### config.mk
export PLATFORM = sky130hd
export DESIGN_NAME = mfde_ctrl
export DESIGN_NICKNAME = d
export VERILOG_FILES = /design/src/design/mfde_pkg.sv /design/src/design/mfde_ctrl.sv
export SDC_FILE = /design/constraint.sdc
export NUM_CORES = 1
export LEC_CHECK = 0
export BUFFER_PORTS_ARGS = -buffer_cell sky130_fd_sc_hd__buf_4
export CAP_MARGIN = 40
export CORE_MARGIN = 2
export CORE_UTILIZATION = 60
export CTS_CLUSTER_DIAMETER = 60
export DETAILED_ROUTE_END_ITERATION = 8
export PLACE_DENSITY_LB_ADDON = 0.15
export RECOVER_POWER = 25
export SKIP_CTS_REPAIR_TIMING = 1
export SLEW_MARGIN = 10
export SYNTH_ARGS = -nofsm -noshare
export SYNTH_HDL_FRONTEND = slang
export SYNTH_SLANG_ARGS = --single-unit
### constraint.sdc
create_clock -name aclk -period 12.5 [get_ports aclk]
set_input_delay 0.625 -clock aclk [delete_from_list [all_inputs] [get_ports aclk]]
set_output_delay 0.625 -clock aclk [all_outputs]
set_load 0.02 [all_outputs]
### src/design/mfde_pkg.sv
package mfde_pkg;

    localparam int DEF_FRAME_WIDTH  = 128;
    localparam int DEF_FRAME_HEIGHT = 64;
    localparam int DEF_ROW_BYTES    = 16;
    localparam int COORD_W          = 12;
    localparam int EXT_W            = 14;

    typedef enum logic [2:0] {
        MODE_CLEAR  = 3'd0,
        MODE_SET    = 3'd1,
        MODE_READ   = 3'd2,
        MODE_LINE   = 3'd3,
        MODE_RECT   = 3'd4,
        MODE_FILL   = 3'd5,
        MODE_INVERT = 3'd6,
        MODE_NONE   = 3'd7
    } mode_t;

    typedef enum logic [1:0] {
        SWEEP_FILL0 = 2'd0,
        SWEEP_FILL1 = 2'd1,
        SWEEP_INV   = 2'd2
    } sweep_t;

    typedef struct packed {
        logic                      sweep_start;
        sweep_t                    sweep_op;
        logic                      line_start;
        logic signed [EXT_W-1:0]   lx0;
        logic signed [EXT_W-1:0]   ly0;
        logic signed [EXT_W-1:0]   lx1;
        logic signed [EXT_W-1:0]   ly1;
        logic                      pix_start;
        logic                      pix_read;
        logic                      fill_start;
        logic                      on;
    } dp_cmd_t;

    typedef struct packed {
        logic busy;
        logic done;
        logic rd_bit;
    } dp_status_t;

endpackage

### src/design/mfde_ctrl.sv
module mfde_ctrl #(
    parameter int FRAME_WIDTH  = mfde_pkg::DEF_FRAME_WIDTH,
    parameter int FRAME_HEIGHT = mfde_pkg::DEF_FRAME_HEIGHT
) (
    input  logic                  aclk,
    input  logic                  aresetn,
    input  logic                  s_tvalid,
    output logic                  s_tready,
    input  logic [2:0]            mode,
    input  logic signed [11:0]    ax,
    input  logic signed [11:0]    ay,
    input  logic signed [11:0]    bx,
    input  logic signed [11:0]    by,
    input  logic                  on,
    output logic                  m_tvalid,
    input  logic                  m_tready,
    output logic                  m_bit,
    output mfde_pkg::dp_cmd_t     cmd,
    input  mfde_pkg::dp_status_t  status
);
    import mfde_pkg::*;

    typedef enum logic [4:0] {
        C_IDLE = 5'b00001,
        C_EDGE = 5'b00010,
        C_ISSU = 5'b00100,
        C_WAIT = 5'b01000,
        C_OUT  = 5'b10000
    } cstate_t;

    cstate_t st_reg, st_next;
    logic [2:0] mode_reg;
    logic [1:0] edge_reg, edge_next;
    logic signed [EXT_W-1:0] ax_reg, ay_reg, bx_reg, by_reg, r_e, b_e;
    logic on_reg, bit_reg, bit_next;
    logic signed [EXT_W-1:0] p0x, p0y, p1x, p1y;
    logic swap;

    assign s_tready = (st_reg == C_IDLE) && !status.busy && !m_tvalid;
    assign m_tvalid = (st_reg == C_OUT);
    assign m_bit    = bit_reg;

    always_comb begin
        r_e = ax_reg + bx_reg - 1'b1;
        b_e = ay_reg + by_reg - 1'b1;
        p0x = ax_reg; p0y = ay_reg; p1x = bx_reg; p1y = by_reg;
        if (mode_reg == MODE_RECT) begin
            case (edge_reg)
                2'd0: begin p1x = r_e; p1y = ay_reg; end
                2'd1: begin p0y = b_e; p1x = r_e; p1y = b_e; end
                2'd2: begin p1x = ax_reg; p1y = b_e; end
                default: begin p0x = r_e; p1x = r_e; p1y = b_e; end
            endcase
        end else if (mode_reg == MODE_FILL) begin
            p0x = (ax_reg < 0) ? '0 : ax_reg;
            p0y = (ay_reg < 0) ? '0 : ay_reg;
            p1x = (ax_reg + bx_reg > EXT_W'(FRAME_WIDTH)) ?
                  EXT_W'(FRAME_WIDTH - 1) : r_e;
            p1y = (ay_reg + by_reg > EXT_W'(FRAME_HEIGHT)) ?
                  EXT_W'(FRAME_HEIGHT - 1) : b_e;
        end
        swap = (p0x > p1x) || (p0x == p1x && p0y > p1y);
        cmd = '0;
        cmd.on = on_reg;
        cmd.sweep_op = (mode_reg == MODE_INVERT) ? SWEEP_INV :
                       (on_reg ? SWEEP_FILL1 : SWEEP_FILL0);
        cmd.lx0 = p0x; cmd.ly0 = p0y; cmd.lx1 = p1x; cmd.ly1 = p1y;
        if (mode_reg == MODE_LINE || mode_reg == MODE_RECT) begin
            if (swap) begin
                cmd.lx0 = p1x; cmd.ly0 = p1y; cmd.lx1 = p0x; cmd.ly1 = p0y;
            end
        end
        if (st_reg == C_ISSU) begin
            case (mode_reg)
                MODE_CLEAR, MODE_INVERT: cmd.sweep_start = 1'b1;
                MODE_SET:  cmd.pix_start = 1'b1;
                MODE_READ: begin cmd.pix_start = 1'b1; cmd.pix_read = 1'b1; end
                MODE_LINE, MODE_RECT: cmd.line_start = 1'b1;
                MODE_FILL: cmd.fill_start = 1'b1;
                default: ;
            endcase
        end
    end

    always_comb begin
        st_next = st_reg; edge_next = edge_reg; bit_next = bit_reg;
        case (st_reg)
            C_IDLE: if (s_tvalid && s_tready) begin
                edge_next = 2'd0; bit_next = 1'b0; st_next = C_EDGE;
            end
            C_EDGE: begin
                if (mode_reg == MODE_NONE) st_next = C_OUT;
                else if ((mode_reg == MODE_RECT || mode_reg == MODE_FILL)
                         && (bx_reg <= 0 || by_reg <= 0)) st_next = C_OUT;
                else st_next = C_ISSU;
            end
            C_ISSU: st_next = C_WAIT;
            C_WAIT: if (status.done) begin
                bit_next = (mode_reg == MODE_READ) && status.rd_bit;
                if (mode_reg == MODE_RECT && edge_reg != 2'd3) begin
                    edge_next = edge_reg + 1'b1; st_next = C_ISSU;
                end else st_next = C_OUT;
            end
            C_OUT: if (m_tready) st_next = C_IDLE;
            default: st_next = C_IDLE;
        endcase
    end

    always_ff @(posedge aclk) begin
        if (!aresetn) st_reg <= C_IDLE;
        else st_reg <= st_next;
        edge_reg <= edge_next; bit_reg <= bit_next;
        if (s_tvalid && s_tready) begin
            mode_reg <= mode; on_reg <= on;
            ax_reg <= EXT_W'(ax); ay_reg <= EXT_W'(ay);
            bx_reg <= EXT_W'(bx); by_reg <= EXT_W'(by);
        end
    end

`ifndef SYNTH
    a_no_accept_busy: assert property (@(posedge aclk) disable iff (!aresetn)
        status.busy |-> !s_tready) else $error("accept while busy");
    a_one_result: assert property (@(posedge aclk) disable iff (!aresetn)
        m_tvalid && m_tready |=> !m_tvalid) else $error("result repeated");
    a_issue_wait: assert property (@(posedge aclk) disable iff (!aresetn)
        st_reg == C_ISSU |=> st_reg == C_WAIT) else $error("issue lost");
`endif
endmodule

==> results.cfg, run 1 <==
[outcome]
status = finished clean

[timing]
timing.hold.ws_ps = 462.1
worst_pin_slew_ps = 909.9
maxSlewHeadroom_pct = 39.34
fin_skew_ps = 13.15
final_max_slew_viol_count = 0
fin_crit_ps = 7592
post-route-period-util_pct = 60.74
hold_viol = 0
final-setup-viol-count = 0
fin_setup_tns_ps = 0
rsz0062_at_grt = false
fmax_mhz = 131.7

[critical_path]
cp_top_family = compound AO/OA/AOI/OAI gates
r2r_setup_slack_ps = 9850
r2r_cells = 6
end_kind = output pin
critPathMaxStageDelay_ps = 790
critical_path_class = flip-flop to output pin
cp-start-kind = flip-flop
crit_chain = ha_1, fa_1, a211oi_1, o21ai_1, a31oi_1, xnor2_1, nand4_1, o31ai_4, a31oi_1, or3_1, ha_1, and3_1, nand4_1, or3_1, a211oi_2, or2_2, mux2_2, a31o_2, buf_4
r2r-start = mode_reg[0]$_DFFE_PP_
path_max_fanout = 47
cp.required_ps = 11880
critical_path_buf_inv_count = 1
rr_endpoint = edge_reg[0]$_SDFFCE_PN0P_
slowest_stage = or2_2
worstPathArrival_ps = 6970

[clock_tree]
cts_tree = done
clk_latency_ps = 350
clockRootBuffer = clkbuf_16
cts-buffers-inserted = 9
clock_sinks = 60
clk_pin_slew_ps = 60
cts.path.max_buffers = 2
htree_levels = 3

[detailed_routing]
wl_mm = 22.90
wl_per_cell_um = 18.34
via_count = 7787
drc_errors = 0
drtAntennaViolNets = 0
firstDrtPassIters = 6
initialDrtViolationCount = 975
avgViaCountPerCell = 6.235

[floorplanning]
pin_count = 126
die_height_um = 117.5
start_util_pct = 61.23
die_w_um = 117.5
dieArea_um2 = 13800
row_count = 41
core-area_um2 = 12620

[placed_design]
postPlaceCellArea_um2 = 8773
portBuffers = 125
gp_congestion = 0.9904
place_hpwl_mm = 17.72

[job]
max_cap_violations = 0

[synthesis]
synth_edf_count = 55
synth_top_area_share_pct = 21.37
synth_top_area_cell = edfxtp_1
yosysUniqueCellTypes = 88
yosys-top-cells-area = edfxtp_1 21%, ha_1 17%, inv_1 5.6%
async_flop_share_pct = 0
yosysSeqAreaShare_pct = 22.67
yosysWarningCount = 0
synth_seq_cells = 60
syn_area_um2 = 7727
synth.avg_cell_area_um2 = 8.033
syn-num-nets = 1128
syn_inst = 962
synthFlopType = edfxtp_1

[global_route]
grt_max_degree = 56
grt_use_total_pct = 33.11
grt_pass1_wl_mm = 36.73
grtUsageMet3_pct = 5.475
use_met1_pct = 49.71
gr-max-usage-layer = met1
antenna_found_initial = 0
gr-usage-met2_pct = 48.50
overflow = 0
grt_pass1_vias = 7152

[power]
switching_share_pct = 39.36
peakVddDrop_mv = 0.08866
total_power_mw = 0.9839
p_sw_mw = 0.3873
p_clk_share_pct = 27.9
seqPwrFrac_pct = 25.4
p_leak_nw = 4.106
share_comb_of_total_power_pct = 46.7
p_per_area_nw_per_um2 = 108.2
internal_power_mw = 0.5966

[cells_and_area]
final_layout_size_suffix_gt1_share_pct = 17.55
num-nets-final = 1238
area_growth_pct = 17.67
final_cell_area_um2 = 9092
diodes = 0
utilization_pct = 72.05
fill_cells = 1014

[min_path]
hold_path_end = ay_reg[11]$_DFFE_PP_
min_from = ay[11]
worstHoldPathCells = 1
hold_class = input port to flip-flop
==> worst max-delay path by stage <==
stage               to  depth (start not counted)                 from
2_1_floorplan  cmd[57]                         20  ax_reg[1]$_DFFE_PP_
3_3_place_gp   cmd[20]                         19  ax_reg[0]$_DFFE_PP_
5_1_grt        cmd[20]                         19  ax_reg[0]$_DFFE_PP_
6_report       cmd[20]                         19  ax_reg[0]$_DFFE_PP_
3_5_place_dp   cmd[20]                         19  ax_reg[0]$_DFFE_PP_
4_1_cts        cmd[20]                         19  ax_reg[0]$_DFFE_PP_
==> cell usage in the layout, fill, tap and decap left out, types with 17 or more instances in the layout <==
master and n:
inv_1 116, ha_1 103, nor2_1 84, buf_4 84, nand2_1 80, a21oi_1 61
edfxtp_1 55, o21ai_0 53, clkbuf_4 45, nor3_1 30, a31oi_1 26, xnor2_1 20
nand3_1 17
==> power groups by stage <==
stage / Combinational [mW] / Clock, mW / Sequential (mW)
after floorplan: 0.323 / 0 / 0.247
after global placement: 0.444 / 0 / 0.253
after detailed placement: 0.449 / 0 / 0.253
after CTS: 0.453 / 0.275 / 0.249
after global routing: 0.503 / 0.284 / 0.251
final: 0.460 / 0.274 / 0.250
==> synth_stat cells (4+ instances only) <==
cell	instances
a211o_1	4
a211oi_1	15
a21o_1	12
a21oi_1	61
a221o_1	4
a22o_1	10
a22oi_1	13
a311oi_1	4
a31o_2	8
a31oi_1	26
and2_1	11
and3_1	13
buf_2	5
clkbuf_1	18
dfxtp_1	5
edfxtp_1	55
fa_1	4
ha_1	103
inv_1	116
mux2_2	9
mux2i_1	10
nand2_1	80
nand2b_1	5
nand3_1	17
nand3b_1	5
nand4_1	8
nor2_1	84
nor2b_1	14
nor3_1	30
nor4_1	14
o211ai_1	5
o21ai_0	53
o21ai_1	9
o21bai_1	5
o22ai_1	10
o31ai_2	5
or3_1	8
or4_1	4
xnor2_1	20
xor2_1	8
==> layout make-up <==
cell class	instances	area, um2	share of cell area [%]
Timing Repair Buffer	129	968.4	10.65
Inverter	118	442.9	4.871
Tap cell	172	215.2	2.367
Clock inverter	5	76.32	0.8394
Multi-Input combinational cell	754	5395	59.34
Sequential cell	60	1752	19.27
Clock buffer	11	242.7	2.670
==> kinds of logic after synthesis <==
group | after synthesis | synth area share [%]
simple gates | 305 | 19.19
compound gates | 295 | 27.02
buf+inv | 148 | 7.626
fa+ha+maj | 107 | 17.71
flops | 60 | 22.67
xor+xnor | 28 | 3.174
mux | 19 | 2.607
==> per-stage QoR <==
| step | cells | setup WS [ps] |
|---|---|---|
| 4_1_cts | 1249 | 5000 |
| 2_1_floorplan | 962 | 6514 |
| 3_3_place_gp | 1233 | 5522 |
| 6_report | 1249 | 4908 |
| 5_1_grt | 1249 | 4594 |
| 3_5_place_dp | 1233 | 5397 |
==> per-layer routing <==
metal  up-vias  share of wire, %
li1       3761                 -
met4         0               2.1
met5         -                 0
met3        43                11
met2       426                42
met1      3557                46
Power figures use the tool's default switching activity.
==> inputs of run 2 (changes only) <==
--- a/config.mk
+++ b/config.mk
@@ -5,10 +5,11 @@
 export SDC_FILE = /design/constraint.sdc
 export NUM_CORES = 1
 export LEC_CHECK = 0
+export ABC_AREA = 1
 export BUFFER_PORTS_ARGS = -buffer_cell sky130_fd_sc_hd__buf_4
 export CAP_MARGIN = 40
 export CORE_MARGIN = 2
-export CORE_UTILIZATION = 60
+export CORE_UTILIZATION = 59
 export CTS_CLUSTER_DIAMETER = 60
 export DETAILED_ROUTE_END_ITERATION = 8
 export PLACE_DENSITY_LB_ADDON = 0.15
==> constraint.sdc (replaced) <==
create_clock -name aclk -period 7.6 [get_ports aclk]
set_input_delay 0.38 -clock aclk [delete_from_list [all_inputs] [get_ports aclk]]
set_output_delay 0.38 -clock aclk [all_outputs]
set_load 0.02 [all_outputs]
==> run 2 against run 1 <==
Effect of this change:
- wire length is 0.48% lower
- synthesized cell count up 26%
- power grew to 3.0 times the previous value
- sequential power up 98%
- cell count is 20% higher
- critical path depth up 15
- setup slack worse by 3600 ps
- clock power grew 49%
- critical endpoint is now cmd[54]
==> results.cfg, run 2 <==
[outcome]
status = finished clean

[floorplanning]
dieArea_um2 = 14480
die_w_um = 120.3
row_count = 42
start_util_pct = 60.30
die_height_um = 120.3
pin_count = 126
core-area_um2 = 13240

[cells_and_area]
diodes = 0
area_growth_pct = 16.05
final_layout_size_suffix_gt1_share_pct = 12.58
instances_no_fill = 1503
utilization_pct = 69.97
num-nets-final = 1488
layout.cells.most_common = nand2_1
fill_cells = 1133
final_cell_mix = 329 x nand2_1, 205 x inv_1, 103 x nand3_1, 103 x ha_1, 99 x a21oi_1

[detailed_routing]
initialDrtViolationCount = 721
drc_errors = 0
avgViaCountPerCell = 5.601
via_count = 8419
wl_per_cell_um = 15.17
drtAntennaViolNets = 0
firstDrtPassIters = 6
wl_mm = 22.79

[global_route]
gr-usage-met2_pct = 47.59
grt_max_degree = 57
grtUsageMet3_pct = 4.953
antenna_found_initial = 0
grt_use_total_pct = 31.87
gr-max-usage-layer = met2
grt_pass1_vias = 7481
overflow = 0
use_met1_pct = 46.91
grt_pass1_wl_mm = 36.94

[synthesis]
yosys-top-cells-area = edfxtp_1 21%, ha_1 16%, nand2_1 15%
synth_edf_count = 55
syn_inst = 1216
synthFlopType = edfxtp_1
syn-num-nets = 1382
async_flop_share_pct = 0
synth.most_common_cell = nand2_1
synth_seq_cells = 60
synth_top_area_share_pct = 20.68
netlist_top_cells_count = 329 x nand2_1, 206 x inv_1, 103 x ha_1, 103 x nand3_1, 99 x a21oi_1
yosysUniqueCellTypes = 46
yosysWarningCount = 0
yosysSeqAreaShare_pct = 21.94
synth.avg_cell_area_um2 = 6.567
syn_area_um2 = 7985
synth_top_area_cell = edfxtp_1

[placed_design]
pre_cts_ws_ps = 1724
place_inst = 1487
place_hpwl_mm = 18.24
gp_congestion = 0.9898
portBuffers = 125

[timing]
fin_setup_tns_ps = 0
setup_slack_ps = 1318
hold_viol = 0
final-setup-viol-count = 0
final_max_slew_viol_count = 0
post-route-period-util_pct = 82.66
fin_crit_ps = 6282
maxSlewHeadroom_pct = 41.89
worst_pin_slew_ps = 870.8
rsz0062_at_grt = false
fin_skew_ps = 4.624
fmax_mhz = 159.2

[job]
max_cap_violations = 0

[critical_path]
worstPathArrival_ps = 5900
cp-start-kind = flip-flop
path_max_fanout = 31
cp_top_family = buffers and inverters
crit_top_cell = nand2_1
end_kind = output pin
critical_path_buf_inv_count = 9
critPathMaxStageDelay_ps = 660
cp.required_ps = 7220
slowest_stage = inv_1
critical_path_class = flip-flop to output pin

[clock_tree]
cts.path.max_buffers = 2
clockRootBuffer = clkbuf_16
cts-buffers-inserted = 9
clock_sinks = 60
cts_tree = done
clk_pin_slew_ps = 50
clk_latency_ps = 330
htree_levels = 3

[min_path]
hold_class = input port to flip-flop

[power]
p_leak_nw = 4.854
peakVddDrop_mv = 0.2325
total_power_mw = 2.942
p_per_area_nw_per_um2 = 317.5
run 2: changes by cell type in the layout (fill, tap and decap cells not counted), sizes merged, moves of 11 or more:
cell	delta
nor2b	-14
a211oi	-17
nand3	+94
xnor2	-11
nor2	-25
and2	-11
a31oi	-23
nand2	+251
inv	+91
a21oi	+37
nor3	-11
o21ai	+25
and3	-14
run 2: worst register-to-register path: stages (launching register included):
cell	delay [ps]
edfxtp_1	420
inv_1	230
nor3_4	50
buf_4	240
inv_1	540
nand2_1	250
nand2_1	140
o21ai_0	150
o22ai_1	180
nand2_1	80
nor2_1	90
run 2: worst paths after layout:
kind	endpoint	slack, ps	from	cells after the start
worst min register to register	st_reg[1]$_SDFFE_PN0P_	640	st_reg[1]$_SDFFE_PN0P_	3
worst max-delay path	cmd[54]	1320	ay_reg[1]$_DFFE_PP_	34
worst max register to register	st_reg[2]$_SDFFE_PN0P_	5170	mode_reg[2]$_DFFE_PP_	10
worst min-delay path	ay_reg[7]$_DFFE_PP_	230	ay[7]	1
run 2: logic make-up (layout without fill, tap and decap cells):
family	count (synthesis)	in the layout	share of synthesized area, %
AO/OA/AOI/OAI	234	234	16.28
buffers and inverters	246	357	13.05
AND/OR/NAND/NOR	550	550	29.50
adder cells (fa/ha/maj)	107	107	17.14
flip-flops	60	60	21.94
XOR/XNOR	19	19	2.084
run 2: routing by layer:
metal	wire, um	up-vias
met5	0	-
met4	652	0
met3	2232	59
met2	9466	434
met1	10440	3705
li1	-	4221
run 2: area by class of cell:
type,count,area (um2),share of cell area [%]
flip-flops and latches,60,1752,18.90
repair buffers,131,1016,10.96
inverters,210,788.3,8.507
well taps,176,220.2,2.376
clock buffers,9,225.2,2.430
multi-input cells,910,5191,56.02
clock inverters,7,73.82,0.7967
run 2: through the flow:
step | area (um2) | hold WS (ps)
floorplan | 7985 | 458.6
global placement | 8920 | 558.2
detailed placement | 8967 | 559.3
CTS | 9266 | 214.7
global route | 9266 | 227.7
finish | 9266 | 228.5
run 2: power breakdown:
part / switching [mW] / total, mW / leakage, nW / internal [mW]
Clock: 0.152 / 0.407 / 0.146 / 0.255
Combinational: 1.32 / 2.04 / 4.16 / 0.719
Sequential: 0.0646 / 0.494 / 0.551 / 0.430
Total: 1.54 / 2.94 / 4.85 / 1.40
